File: src/rtl/assert_macros.svh
// assertion macros used by the core rtl file
`ifndef ASSERT_MACROS_SVH
`define ASSERT_MACROS_SVH

// implication checked on every rising clock edge outside reset
`define ASSERT_IMPL(lbl, clk, rst_n, ante, cons, msg) \
    lbl: assert property (@(posedge clk) disable iff (!rst_n) (ante) |-> (cons)) else $error(msg);

// condition that must never be seen outside reset
`define ASSERT_NEVER(lbl, clk, rst_n, cond, msg) \
    lbl: assert property (@(posedge clk) disable iff (!rst_n) !(cond)) else $error(msg);

`endif

File: src/rtl/rlbs_pkg.sv
// types and constants of the random led breathe scheduler
package rlbs_pkg;

    typedef enum logic [1:0] {
        PH_IDLE = 2'd0,
        PH_RISE = 2'd1,
        PH_HOLD = 2'd2,
        PH_FALL = 2'd3
    } phase_t;

    typedef struct packed {
        phase_t      phase;
        logic [15:0] hold;
    } slot_t;

    // configuration register indexes
    localparam logic [2:0] CFG_SLOTS_IN_USE = 3'd0;
    localparam logic [2:0] CFG_MAX_LIT      = 3'd1;
    localparam logic [2:0] CFG_RISE_TIME    = 3'd2;
    localparam logic [2:0] CFG_DWELL_TIME   = 3'd3;
    localparam logic [2:0] CFG_DECAY_TIME   = 3'd4;
    localparam logic [2:0] CFG_PEAK_LEVEL   = 3'd5;
    localparam logic [2:0] CFG_NOISE_SEED   = 3'd6;

    localparam logic [31:0] LFSR_TAPS = 32'h8020_0003;
    localparam logic [9:0]  HUE_RANGE = 10'd1000;

    // one step of the galois lfsr
    function automatic logic [31:0] lfsr_step(input logic [31:0] v);
        lfsr_step = {1'b0, v[31:1]} ^ (v[0] ? LFSR_TAPS : 32'd0);
    endfunction

endpackage

File: src/rtl/rlbs_cell.sv
// one slot cell of the rotating slot ring
module rlbs_cell (
    input  logic            clk,
    input  logic            rst_n,
    input  logic            shift,
    input  rlbs_pkg::slot_t d,
    output rlbs_pkg::slot_t q
);
    import rlbs_pkg::*;

    slot_t slot_reg;

    // take the neighbour's slot on every shift
    always_ff @(posedge clk or negedge rst_n)
    begin
        if (!rst_n)
        begin
            slot_reg <= '{phase: PH_IDLE, hold: 16'd0};
        end
        else if (shift)
        begin
            slot_reg <= d;
        end
    end

    assign q = slot_reg;

endmodule

File: src/rtl/rlbs_div.sv
// bit-serial restoring divider giving the remainder of a 32-bit value by a small divisor
module rlbs_div (
    input  logic        clk,
    input  logic        rst_n,
    input  logic        start,
    input  logic [31:0] dividend,
    input  logic [9:0]  divisor,
    output logic        done,
    output logic [9:0]  rem
);
    logic        run_reg;
    logic        done_reg;
    logic [4:0]  cnt_reg;
    logic [31:0] a_reg;
    logic [9:0]  r_reg;
    logic [9:0]  b_reg;
    logic [10:0] trial;
    logic        ge;

    // one quotient bit per cycle
    assign trial = {r_reg, a_reg[31]};
    assign ge    = trial >= {1'b0, b_reg};

    always_ff @(posedge clk or negedge rst_n)
    begin
        if (!rst_n)
        begin
            run_reg  <= 1'b0;
            done_reg <= 1'b0;
            cnt_reg  <= 5'd0;
        end
        else
        begin
            done_reg <= 1'b0;
            if (start)
            begin
                run_reg <= 1'b1;
                cnt_reg <= 5'd0;
            end
            else if (run_reg)
            begin
                cnt_reg <= cnt_reg + 5'd1;
                if (cnt_reg == 5'd31)
                begin
                    run_reg  <= 1'b0;
                    done_reg <= 1'b1;
                end
            end
        end
    end

    // datapath
    always_ff @(posedge clk)
    begin
        if (start)
        begin
            a_reg <= dividend;
            r_reg <= 10'd0;
            b_reg <= divisor;
        end
        else if (run_reg)
        begin
            a_reg <= {a_reg[30:0], ge};
            r_reg <= ge ? 10'(trial - {1'b0, b_reg}) : trial[9:0];
        end
    end

    assign done = done_reg;
    assign rem  = r_reg;

endmodule

File: src/rtl/random_led_breathe_scheduler_core.sv
// top level of the random led breathe scheduler: slot ring, sequencer and output stage
//
// channel   | direction | tdata fields (low bit up)                       | flag
// s_axis    | in        | elapsed_ms, fade_busy_mask                      | -
// m_axis    | out       | slot_number, red, green, blue, fade_time_ms     | tlast = final_command
// cfg       | in        | write enable, index, data                       | -
//
// a tick rotates the ring once round for the hold and mask scan and then passes a check state;
// each random pick draws a value, waits for the serial remainder and rotates the ring once round;
// a started slot then takes its colour through S_COLOR to S_RAMP (S_COLOR alone with zero peak).
// the start command is queued in S_EMIT and the last command is handed over in S_FIN.
// the scan, the start and the last command stall while the output register is full.
// reset clears every slot to inactive, registers to their defaults, lfsr to 1.
`include "assert_macros.svh"
module random_led_breathe_scheduler_core #(
    parameter int SLOTS = 32
) (
    input  logic        clk,
    input  logic        rst_n,
    input  logic        s_axis_tvalid,
    output logic        s_axis_tready,
    input  logic [47:0] s_axis_tdata,  // elapsed_ms[15:0], fade_busy_mask[47:16]
    output logic        m_axis_tvalid,
    input  logic        m_axis_tready,
    // slot_number[4:0], red_level[12:5], green_level[20:13], blue_level[28:21],
    // fade_time_ms[44:29], zero fill[47:45]
    output logic [47:0] m_axis_tdata,
    output logic        m_axis_tlast,  // final_command
    input  logic        cfg_we,
    input  logic [2:0]  cfg_index,
    input  logic [31:0] cfg_data
);
    import rlbs_pkg::*;

    localparam int CW = (SLOTS > 1) ? $clog2(SLOTS) : 1;
    localparam logic [CW-1:0] LAST = CW'(SLOTS - 1);
    // 2^16 mod 1000, folds the upper half of a draw onto the lower
    localparam logic [9:0]  HUE_FOLD   = 10'd536;
    // ceil(2^36 / 1000), exact quotient for folded values below 2^26
    localparam logic [26:0] HUE_RECIP  = 27'd68719477;
    // ceil(2^28 / 1000), exact quotient for ramp products below 2^18
    localparam logic [18:0] RAMP_RECIP = 19'd268436;

    typedef enum logic [3:0] {
        S_IDLE, S_SCAN, S_CHECK, S_DRAW, S_WPICK, S_ROT,
        S_COLOR, S_FOLD, S_HUEQ, S_HUE, S_SECT, S_RAMP, S_EMIT, S_FIN
    } state_t;

    typedef struct packed {
        logic [15:0] fade;
        logic [7:0]  blue;
        logic [7:0]  green;
        logic [7:0]  red;
        logic [4:0]  slot;
    } result_t;

    state_t      state_reg;
    logic [5:0]  slots_reg, maxlit_reg;
    logic [15:0] rise_reg, dwell_reg, decay_reg;
    logic [7:0]  peak_reg;
    logic [31:0] lfsr_reg;
    logic [15:0] step_reg;
    logic [SLOTS-1:0] mask_reg;
    logic [5:0]  n_reg, busy_reg, tries_reg;
    logic [CW-1:0] cnt_reg;
    logic [4:0]  idx_reg;
    logic        found_reg;
    logic [25:0] fold_reg;
    logic [16:0] hue_q_reg;
    logic [9:0]  hue_reg;
    logic [2:0]  sector_reg;
    logic [17:0] prod_reg;
    logic [7:0]  ramp_reg;
    logic        pend_valid_reg;
    result_t     pend_reg;
    logic        out_valid_reg;
    logic        out_last_reg;
    result_t     out_reg;
    logic        div_start_reg;
    logic [31:0] div_a_reg;
    logic [9:0]  div_b_reg;

    slot_t       ring_q [SLOTS];
    slot_t       tail_in;
    slot_t       scan_val, rot_val, head;
    logic        shift_en, emit, out_free, managed;
    logic        div_done;
    logic [9:0]  div_rem;
    logic [31:0] lfsr_nxt;
    logic [5:0]  lit;
    logic [12:0] h6;
    logic [2:0]  sect;
    logic [12:0] sect_base;
    logic [9:0]  rem6, tval;
    logic [52:0] hue_prod;
    logic [36:0] ramp_prod;
    result_t     dark_res, start_res;

    // slot ring: each cell hands its slot towards the head
    genvar gi;
    generate
        for (gi = 0; gi < SLOTS; gi++)
        begin : g_cell
            slot_t d_in;
            if (gi == SLOTS - 1)
            begin : g_tail
                assign d_in = tail_in;
            end
            else
            begin : g_mid
                assign d_in = ring_q[gi+1];
            end
            rlbs_cell u_cell (
                .clk   (clk),
                .rst_n (rst_n),
                .shift (shift_en),
                .d     (d_in),
                .q     (ring_q[gi])
            );
        end
    endgenerate

    rlbs_div u_div (
        .clk      (clk),
        .rst_n    (rst_n),
        .start    (div_start_reg),
        .dividend (div_a_reg),
        .divisor  (div_b_reg),
        .done     (div_done),
        .rem      (div_rem)
    );

    assign head     = ring_q[0];
    assign out_free = !out_valid_reg || m_axis_tready;
    assign lfsr_nxt = lfsr_step(lfsr_reg);
    assign lit      = (maxlit_reg > n_reg) ? n_reg : maxlit_reg;
    assign managed  = 6'(cnt_reg) < n_reg;

    // reciprocal products for the hue remainder and the ramp quotient
    assign hue_prod  = 53'(fold_reg) * 53'(HUE_RECIP);
    assign ramp_prod = 37'(prod_reg) * 37'(RAMP_RECIP);

    // hold count down and busy mask for the slot at the head
    always_comb
    begin
        scan_val = head;
        emit     = 1'b0;
        if (managed)
        begin
            if (head.phase == PH_HOLD)
            begin
                if (head.hold > step_reg)
                begin
                    scan_val.hold = head.hold - step_reg;
                end
                else
                begin
                    scan_val.hold  = 16'd0;
                    scan_val.phase = PH_FALL;
                    emit           = 1'b1;
                end
            end
            if (scan_val.phase == PH_RISE && !mask_reg[cnt_reg])
            begin
                scan_val.phase = PH_HOLD;
                scan_val.hold  = dwell_reg;
            end
            else if (scan_val.phase == PH_FALL && !mask_reg[cnt_reg] && !emit)
            begin
                scan_val.phase = PH_IDLE;
            end
        end
    end

    // start of the picked slot as it passes the head
    always_comb
    begin
        rot_val = head;
        if (6'(cnt_reg) == 6'(idx_reg) && head.phase == PH_IDLE)
        begin
            rot_val.phase = PH_RISE;
            rot_val.hold  = dwell_reg;
        end
    end

    // ring feed and shift
    always_comb
    begin
        tail_in  = head;
        shift_en = 1'b0;
        if (state_reg == S_SCAN)
        begin
            tail_in  = scan_val;
            shift_en = !(emit && pend_valid_reg && !out_free);
        end
        else if (state_reg == S_ROT)
        begin
            tail_in  = rot_val;
            shift_en = 1'b1;
        end
    end

    // hue sector and ramp position
    always_comb
    begin
        h6 = 13'(hue_reg) * 13'd6;
        if (h6 >= 13'd5000)
        begin
            sect = 3'd5;
        end
        else if (h6 >= 13'd4000)
        begin
            sect = 3'd4;
        end
        else if (h6 >= 13'd3000)
        begin
            sect = 3'd3;
        end
        else if (h6 >= 13'd2000)
        begin
            sect = 3'd2;
        end
        else if (h6 >= 13'd1000)
        begin
            sect = 3'd1;
        end
        else
        begin
            sect = 3'd0;
        end
        sect_base = 13'(sect) * 13'(HUE_RANGE);
        rem6      = 10'(h6 - sect_base);
        tval      = sect[0] ? (HUE_RANGE - rem6) : rem6;
    end

    // command words
    always_comb
    begin
        dark_res       = '0;
        dark_res.slot  = 5'(cnt_reg);
        dark_res.fade  = decay_reg;
        start_res      = '0;
        start_res.slot = idx_reg;
        start_res.fade = rise_reg;
        case (sector_reg)
            3'd0:    begin start_res.red   = peak_reg; start_res.green = ramp_reg; end
            3'd1:    begin start_res.red   = ramp_reg; start_res.green = peak_reg; end
            3'd2:    begin start_res.green = peak_reg; start_res.blue  = ramp_reg; end
            3'd3:    begin start_res.green = ramp_reg; start_res.blue  = peak_reg; end
            3'd4:    begin start_res.red   = ramp_reg; start_res.blue  = peak_reg; end
            default: begin start_res.red   = peak_reg; start_res.blue  = ramp_reg; end
        endcase
    end

    // sequencer, configuration and output stage
    always_ff @(posedge clk or negedge rst_n)
    begin
        if (!rst_n)
        begin
            state_reg      <= S_IDLE;
            slots_reg      <= 6'd32;
            maxlit_reg     <= 6'd4;
            rise_reg       <= 16'd500;
            dwell_reg      <= 16'd500;
            decay_reg      <= 16'd500;
            peak_reg       <= 8'd255;
            lfsr_reg       <= 32'd1;
            pend_valid_reg <= 1'b0;
            out_valid_reg  <= 1'b0;
            div_start_reg  <= 1'b0;
            cnt_reg        <= '0;
            busy_reg       <= 6'd0;
            tries_reg      <= 6'd0;
            found_reg      <= 1'b0;
        end
        else
        begin
            div_start_reg <= 1'b0;
            if (out_valid_reg && m_axis_tready)
            begin
                out_valid_reg <= 1'b0;
            end
            if (cfg_we)
            begin
                unique case (cfg_index)
                    CFG_SLOTS_IN_USE: slots_reg  <= cfg_data[5:0];
                    CFG_MAX_LIT:      maxlit_reg <= cfg_data[5:0];
                    CFG_RISE_TIME:    rise_reg   <= cfg_data[15:0];
                    CFG_DWELL_TIME:   dwell_reg  <= cfg_data[15:0];
                    CFG_DECAY_TIME:   decay_reg  <= cfg_data[15:0];
                    CFG_PEAK_LEVEL:   peak_reg   <= cfg_data[7:0];
                    CFG_NOISE_SEED:   lfsr_reg   <= (cfg_data != 32'd0) ? cfg_data : 32'd1;
                    default:          ;
                endcase
            end
            unique case (state_reg)
                S_IDLE:
                begin
                    if (s_axis_tvalid)
                    begin
                        step_reg <= s_axis_tdata[15:0];
                        mask_reg <= s_axis_tdata[16 +: SLOTS];
                        n_reg    <= (slots_reg > 6'(SLOTS)) ? 6'(SLOTS) : slots_reg;
                        cnt_reg  <= '0;
                        busy_reg <= 6'd0;
                        if (slots_reg != 6'd0)
                        begin
                            state_reg <= S_SCAN;
                        end
                    end
                end
                S_SCAN:
                begin
                    if (shift_en)
                    begin
                        if (emit)
                        begin
                            if (pend_valid_reg)
                            begin
                                out_reg       <= pend_reg;
                                out_last_reg  <= 1'b0;
                                out_valid_reg <= 1'b1;
                            end
                            pend_reg       <= dark_res;
                            pend_valid_reg <= 1'b1;
                        end
                        if (managed && scan_val.phase != PH_IDLE)
                        begin
                            busy_reg <= busy_reg + 6'd1;
                        end
                        if (cnt_reg == LAST)
                        begin
                            cnt_reg   <= '0;
                            state_reg <= S_CHECK;
                        end
                        else
                        begin
                            cnt_reg <= cnt_reg + CW'(1);
                        end
                    end
                end
                S_CHECK:
                begin
                    tries_reg <= 6'd0;
                    found_reg <= 1'b0;
                    state_reg <= (lit != 6'd0 && busy_reg < lit) ? S_DRAW : S_FIN;
                end
                S_DRAW:
                begin
                    lfsr_reg      <= lfsr_nxt;
                    div_a_reg     <= lfsr_nxt;
                    div_b_reg     <= 10'(n_reg);
                    div_start_reg <= 1'b1;
                    state_reg     <= S_WPICK;
                end
                S_WPICK:
                begin
                    if (div_done)
                    begin
                        idx_reg   <= div_rem[4:0];
                        cnt_reg   <= '0;
                        state_reg <= S_ROT;
                    end
                end
                S_ROT:
                begin
                    if (6'(cnt_reg) == 6'(idx_reg) && head.phase == PH_IDLE)
                    begin
                        found_reg <= 1'b1;
                    end
                    if (cnt_reg == LAST)
                    begin
                        cnt_reg <= '0;
                        if (found_reg || (6'(cnt_reg) == 6'(idx_reg) && head.phase == PH_IDLE))
                        begin
                            state_reg <= S_COLOR;
                        end
                        else if (tries_reg + 6'd1 == n_reg)
                        begin
                            state_reg <= S_FIN;
                        end
                        else
                        begin
                            tries_reg <= tries_reg + 6'd1;
                            state_reg <= S_DRAW;
                        end
                    end
                    else
                    begin
                        cnt_reg <= cnt_reg + CW'(1);
                    end
                end
                S_COLOR:
                begin
                    if (peak_reg == 8'd0)
                    begin
                        sector_reg <= 3'd0;
                        ramp_reg   <= 8'd0;
                        state_reg  <= S_EMIT;
                    end
                    else
                    begin
                        lfsr_reg  <= lfsr_nxt;
                        state_reg <= S_FOLD;
                    end
                end
                S_FOLD:
                begin
                    fold_reg  <= 26'(lfsr_reg[31:16]) * 26'(HUE_FOLD) + 26'(lfsr_reg[15:0]);
                    state_reg <= S_HUEQ;
                end
                S_HUEQ:
                begin
                    hue_q_reg <= hue_prod[52:36];
                    state_reg <= S_HUE;
                end
                S_HUE:
                begin
                    hue_reg   <= 10'(fold_reg - 26'(hue_q_reg) * 26'(HUE_RANGE));
                    state_reg <= S_SECT;
                end
                S_SECT:
                begin
                    sector_reg <= sect;
                    prod_reg   <= 18'(peak_reg) * 18'(tval) + 18'd500;
                    state_reg  <= S_RAMP;
                end
                S_RAMP:
                begin
                    ramp_reg  <= ramp_prod[35:28];
                    state_reg <= S_EMIT;
                end
                S_EMIT:
                begin
                    if (!pend_valid_reg)
                    begin
                        pend_reg       <= start_res;
                        pend_valid_reg <= 1'b1;
                        state_reg      <= S_FIN;
                    end
                    else if (out_free)
                    begin
                        out_reg        <= pend_reg;
                        out_last_reg   <= 1'b0;
                        out_valid_reg  <= 1'b1;
                        pend_reg       <= start_res;
                        state_reg      <= S_FIN;
                    end
                end
                S_FIN:
                begin
                    if (!pend_valid_reg)
                    begin
                        state_reg <= S_IDLE;
                    end
                    else if (out_free)
                    begin
                        out_reg        <= pend_reg;
                        out_last_reg   <= 1'b1;
                        out_valid_reg  <= 1'b1;
                        pend_valid_reg <= 1'b0;
                        state_reg      <= S_IDLE;
                    end
                end
                default:
                begin
                    state_reg <= S_IDLE;
                end
            endcase
        end
    end

    assign s_axis_tready = (state_reg == S_IDLE);
    assign m_axis_tvalid = out_valid_reg;
    assign m_axis_tdata  = {3'b000, out_reg};
    assign m_axis_tlast  = out_last_reg;

    // checks
    `ASSERT_IMPL(a_idle_no_pending, clk, rst_n, s_axis_tready, !pend_valid_reg, "pending at idle")
    `ASSERT_IMPL(a_div_done_waited, clk, rst_n, div_done, state_reg == S_WPICK, "stray divider result")
    `ASSERT_NEVER(a_ring_aligned, clk, rst_n, (state_reg == S_IDLE && cnt_reg != '0), "ring misaligned")

endmodule

File: config.mk
export PLATFORM = sky130hd
export DESIGN_NAME = random_led_breathe_scheduler_core
export DESIGN_NICKNAME = d
export VERILOG_FILES = /design/src/rtl/rlbs_pkg.sv /design/src/rtl/rlbs_cell.sv /design/src/rtl/rlbs_div.sv /design/src/rtl/random_led_breathe_scheduler_core.sv
export VERILOG_INCLUDE_DIRS = /design/src /design/src/rtl
export SDC_FILE = /design/constraint.sdc
export NUM_CORES = 2
export LEC_CHECK = 0
export BUFFER_PORTS_ARGS = -buffer_cell sky130_fd_sc_hd__buf_2
export CORE_MARGIN = 4
export CORE_UTILIZATION = 64
export DETAILED_ROUTE_END_ITERATION = 10
export PLACE_DENSITY = 0.86
export SYNTH_ARGS = -nofsm -noshare
export SYNTH_HDL_FRONTEND = slang
export SYNTH_SLANG_ARGS = --single-unit
File: constraint.sdc
create_clock -name clk -period 13.3 [get_ports clk]
set_input_delay 3.325 -clock clk [delete_from_list [all_inputs] [get_ports clk]]
set_output_delay 3.325 -clock clk [all_outputs]
set_load 0.02 [all_outputs]
Yosys cells after proc, flatten, opt, wreduce, memory -nomap -nowiden
Index checks and enable logic that the tools add are counted.

storage, ports and cells
  register bits after elaboration = 1026
  RAM bits = 0
  memories = 0
  memory bits (read-only) = 0
  bits in latches = 0
  word-level logic and storage cells = 367

cells by class
  div/mod/pow operators = 0
  magnitude comparators = 12
  reductions and logical operators = 65
  shift-type cells = 0
  equal/unequal tests = 51
  add/subtract/negate cells = 11
  multipliers = 7
  multiplexer cells = 112
  bitwise gates (word level) = 1

operators with widths
  cell                                                                      count
  45-bit 2-to-1 mux                                                         9
  32-bit 2-to-1 mux                                                         7
  45-bit case mux with 2 select lines                                       2
  18-bit 2-to-1 mux                                                         6
  32-bit case mux with 2 select lines                                       1
  8-bit case mux with 2 select lines                                        4
  4-bit 2-to-1 mux                                                          14
  4-bit case mux with 14 select lines                                       1
  26-bit by 27-bit multiplier with 53-bit output (second input constant)    1
  6-bit 2-to-1 mux                                                          7
  18-bit by 17-bit multiplier with 34-bit output (second input constant)    1
  1-bit 2-to-1 mux                                                          33
  16-bit 2-to-1 mux                                                         2
  32-bit nonzero test                                                       1
  31-bit by 32-bit XOR with 32-bit output                                   1
  5-bit 2-to-1 mux                                                          6
  26-bit by 16-bit adder with 26-bit output                                 1
  13-bit by 12-bit >= comparator with 1-bit output (second input constant)  2
  4-bit == test (second input constant)                                     6
  6-bit case mux with 2 select lines                                        2
  2-bit AND reduction                                                       12
  16-bit by 7-bit multiplier with 23-bit output (second input constant)     1
  10-bit 2-to-1 mux                                                         2
  2-bit inequality test (second input constant)                             10
  60 further kinds                                                          127

Longest topological paths before layout
  depth in word-level cells = 15
  depth in mapped cells = 39
  mapped depth without buffers = 39

Modules after synthesis
A second synthesis with hierarchy kept.

unflattened totals
  cell total of the unflattened synthesis = 4786
  area, all modules = 61880.6 um^2

by module, submodules not included
  module                             seq. area each (um^2)  cells each  instances  area each (um^2)
  random_led_breathe_scheduler_core  10941.7                3347        1          35826.9
  rlbs_cell                          450.4                  38          32         721.9
  rlbs_div                           1636.6                 223         1          2951.6

Worst setup path before layout
OpenSTA, ideal clock, no wires.

  path kind = register to register
  from = register hue_reg[1]
  to = register prod_reg[17] (data pin)
  cell stages (with the launch flop) = 37
  setup time = 0.260 ns
  required time = 13.040 ns
  slack = 3.827 ns
  arrival time = 9.214 ns
  path through = edfxtp_1 ha_1 fa_1 a211oi_2 o21bai_1 a2111o_1 a21o_1 a211o_1 a32oi_4 a21oi_1 fa_1 inv_1 fa_1 ha_1 o21ai_0 nand2_1 xnor2_1 nor4_1 a211oi_2 buf_2 mux2i_1 o211ai_1 fa_1 inv_1 fa_1 inv_1 fa_1 inv_1 fa_1 inv_1 ha_1 and3_1 a31oi_1 a21oi_1 a21o_1 a21oi_1 xnor2_1

between the ends
  cells in the longest elaborated chain, start to end = 13
  elaborated cells between the ends (all ways) = 17

ends and longest elaborated chain
  element                                           line                                      RTL
  from (decl)                                       random_led_breathe_scheduler_core.sv:70   logic [9:0] hue_reg;
  from (signal assigned)                            random_led_breathe_scheduler_core.sv:419  hue_reg <= 10'(fold_reg - 26'(hue_q_reg) * 26'(HUE_RANGE));
  10-bit by 2-bit multiplier with 12-bit output *   random_led_breathe_scheduler_core.sv:206  h6 = 13'(hue_reg) * 13'd6;
  13-bit by 10-bit >= comparator with 1-bit output  random_led_breathe_scheduler_core.sv:223  else if (h6 >= 13'd1000)
  1-bit 2-to-1 mux                                  random_led_breathe_scheduler_core.sv:223
  2-bit 2-to-1 mux                                  random_led_breathe_scheduler_core.sv:219  else if (h6 >= 13'd2000)
  2-bit 2-to-1 mux                                  random_led_breathe_scheduler_core.sv:215  else if (h6 >= 13'd3000)
  3-bit 2-to-1 mux                                  random_led_breathe_scheduler_core.sv:211  else if (h6 >= 13'd4000)
  3-bit 2-to-1 mux *                                random_led_breathe_scheduler_core.sv:207  if (h6 >= 13'd5000)
  named net sect[0]                                 random_led_breathe_scheduler_core.sv:92   logic [2:0] sect;
  3-bit by 7-bit multiplier with 7-bit output       random_led_breathe_scheduler_core.sv:231  sect_base = 13'(sect) * 13'(HUE_RANGE);
  10-bit subtractor                                 random_led_breathe_scheduler_core.sv:232  rem6 = 10'(h6 - sect_base);
  10-bit subtractor                                 random_led_breathe_scheduler_core.sv:233  tval = sect[0] ? (HUE_RANGE - rem6) : rem6;
  10-bit 2-to-1 mux *                               random_led_breathe_scheduler_core.sv:233
  8-bit by 10-bit multiplier with 18-bit output *   random_led_breathe_scheduler_core.sv:425  prod_reg <= 18'(peak_reg) * 18'(tval) + 18'd500;
  18-bit by 9-bit adder with 18-bit output *        random_led_breathe_scheduler_core.sv:425
  to (signal assigned)                              random_led_breathe_scheduler_core.sv:425
  to (decl)                                         random_led_breathe_scheduler_core.sv:72   logic [17:0] prod_reg;

Mark *: on every way through the listed nets, which the timed path passes. The rest lies on a longest branch.
A chain may end at the register's enable or synchronous reset.

Final worst setup path
  from = register hue_reg[0]
  to = register prod_reg[16] (data pin)

The elaborated chain is that of the path after synthesis.

==> results.cfg <==
[yosys]
yosys_warnings = 0
ys.flop_type = dfrtp_1
synthTopCellsByArea = dfrtp_1 (29%), edfxtp_1 (15%), mux2_2 (12%)
yosysTopAreaCell = dfrtp_1
yosysSeqAreaShare_pct = 45.1
yosysUniqueCellTypes = 85
synth_seq_cells = 1015
synth_edf_count = 297
async_reset_ff_share_pct = 69.8
syn_inst = 4803
synth_area_sq_um = 59600
syn_area_per_cell_sq_um = 12.4
synth_top_area_share_pct = 28.5

[finish]
final_nets = 5869
syn_to_final_growth_pct = 8.87
largest_reg_flops = 576
ff_latch_area_sq_um = 26900
drive_gt1_share_pct = 21.4
multiInputGateArea_sq_um = 29800
num_antenna_cells = 0
fillers = 6072

[sta]
max_freq_mhz = 94.8
finalSetupViolCount = 0
slew_headroom_pct = 11.9
fin_skew_ns = 0.0478
final_hold_viol_count = 0
rsz0062_at_grt = no
fin_setup_tns_ns = 0
worst_pin_slew_ns = 1.31
period_needed_ns = 10.55
slew_viol_final = 0
period_share_pct = 79.3

[worst_setup_path]
path_max_fanout = 11
reg2reg_depth = 34
endpoint_kind = flip-flop
r2r_slack_ns = 2.75
worstReg2RegEnd = prod_reg[16]
critical_path_class = reg2reg
max_stage_delay_ns = 0.63
start_kind = flip-flop
r2r-start = hue_reg[0]
arrival_ns = 10.97
slowest_stage = fa_1
cpMostUsedCell = fa_1
critPathRequiredTime_ns = 13.72

[global_routing]
grt_pass1_vias = 38700
overflow = 0
antenna_found_initial = 4
grt_pass1_wl_um = 202000
grtUsageTotal_pct = 25.6
grt_max_degree = 206

[place]
io_buffer_count = 135
hpwl_um = 88700
gp_congestion = 0.906

[min_path]
holdPathEnd = u_div.b_reg[3]
min_from = div_b_reg[3]
holdPathStages = 0
min_path_type = reg2reg

[floorplan]
row_count = 111
die-area_sq_um = 98100
chipWidth_um = 313
core_sq_um = 92100
dieHeight_um = 313
start_util_pct = 64.7
boundaryPins = 139

[cts]
ctsRootBufferMaster = clkbuf_16
post_cts_resized = 0
cts_tree = built
cts_buffer_depth = 3
clock_latency_ns = 0.68
cts_buffers = 101
holdBufCountCts = 0
postCtsSetupBuffers = 0
cts.sinks = 1015
clk_pin_slew_ns = 0.06
htreeDepth = 3

[detailed_routing]
totalWireLength_um = 124000
wl_per_cell_um = 19.8
vias_per_cell = 5.87
ant_nets = 0
drc = 0
firstDrtPassIters = 6
drtIter0Drc = 2645
vias = 36700

[status]
status = completed

[job]
cap_viol_max_count = 0
-- Yosys cell counts (43+ instances only) --
cell type / count
nand2_1: 213
a21o_1: 50
xnor2_1: 92
inv_1: 627
a21oi_1: 164
clkbuf_1: 86
nor3_1: 49
nor2b_1: 43
xor2_1: 50
ha_1: 541
dfrtp_1: 679
edfxtp_1: 297
o21ai_0: 91
fa_1: 318
nor2_1: 195
buf_2: 61
mux2_2: 661
-- kinds of logic after synthesis --
family / after synthesis / synth area share (%)
compound gates: 563 / 6.28
xor+xnor: 143 / 2.11
fa+ha+maj: 859 / 22.0
buf+inv: 782 / 5.07
flops: 1015 / 45.1
mux: 709 / 13.5
other cells: 1 / 0.00629
simple gates: 731 / 5.89
-- routing by layer --
layer	wire [um]	vias to the layer above	global-route usage, %	share of wire, %
met3	7710	280	3.73	6.2
met2	61400	1112	44.2	50
met5	13	-	0	0.011
met1	50500	18400	33.7	41
li1	-	16800	-	-
met4	3930	2	8.68	3.2
-- critical path: cells and delay by family (launching register included) --
kind / cells / cell delay (ns)
xor+xnor: 3 / 1.02
flops: 1 / 0.53
fa+ha+maj: 10 / 4.47
compound gates: 13 / 3.46
buf+inv: 4 / 0.23
simple gates: 4 / 0.60
-- worst max path at each step --
stage / startpoint / slack [ns] / cells after the start / endpoint
floorplan: hue_reg[1] / 3.83 / 36 / prod_reg[17]
global placement: hue_reg[0] / 3.06 / 34 / prod_reg[16]
CTS: hue_reg[0] / 2.81 / 34 / prod_reg[16]
finish: hue_reg[0] / 2.75 / 34 / prod_reg[16]
global route: hue_reg[0] / 2.11 / 34 / prod_reg[16]
detailed placement: hue_reg[0] / 2.84 / 34 / prod_reg[16]
-- per-stage QoR --
step	hold slack, ns	util, %	instances	setup slack, ns	instance area [sq um]
floorplan	0.400	-	4805	3.83	59600
global placement	0.401	66.8	6062	3.06	61500
detailed placement	0.405	66.8	6062	2.84	61500
CTS	0.419	70.5	6250	2.81	64900
global route	0.421	70.5	6250	2.11	64900
finish	0.418	70.5	6250	2.75	64900
-- final cells by class --
class | count | share of cell area [%]
multi-input cells | 3008 | 45.9
flip-flops and latches | 1015 | 41.4
clock buffers | 142 | 4.51
inverters | 628 | 3.63
well taps | 1243 | 2.40
repair buffers | 168 | 1.50
clock inverters | 46 | 0.673
-- cells in the final DEF, fill, tap and decap left out, drive strengths merged, types with 10 or more instances in the layout --
master  netlist  layout
a211oi       32      32
xor2         50      50
nor4         22      22
nand2       213     213
mux2i        38      38
inv         627     636
mux4         10      10
nand3        38      38
buf          68     168
clkbuf       86     142
nand2b       30      30
and3         24      24
dfrtp       679     679
o211ai       16      16
clkinv        1      28
fa          318     318
mux2        661     661
xnor2        93      93
a211o        14      14
nor2        195     195
a21oi       164     164
nand4        33      33
nor3         50      50
o22ai        17      17
o31ai        15      15
or3          10      10
dfstp        29      29
nor2b        43      43
o21ai        98      98
ha          541     541
o21a         22      22
dfxtp        10      10
a22oi        37      37
a21o         50      50
and2         32      32
a31oi        13      13
nor3b        10      10
edfxtp      297     297
Power is left out: the tool's default activity adds up to more than one toggle a clock period on the data nets, which glitch-free logic cannot reach.
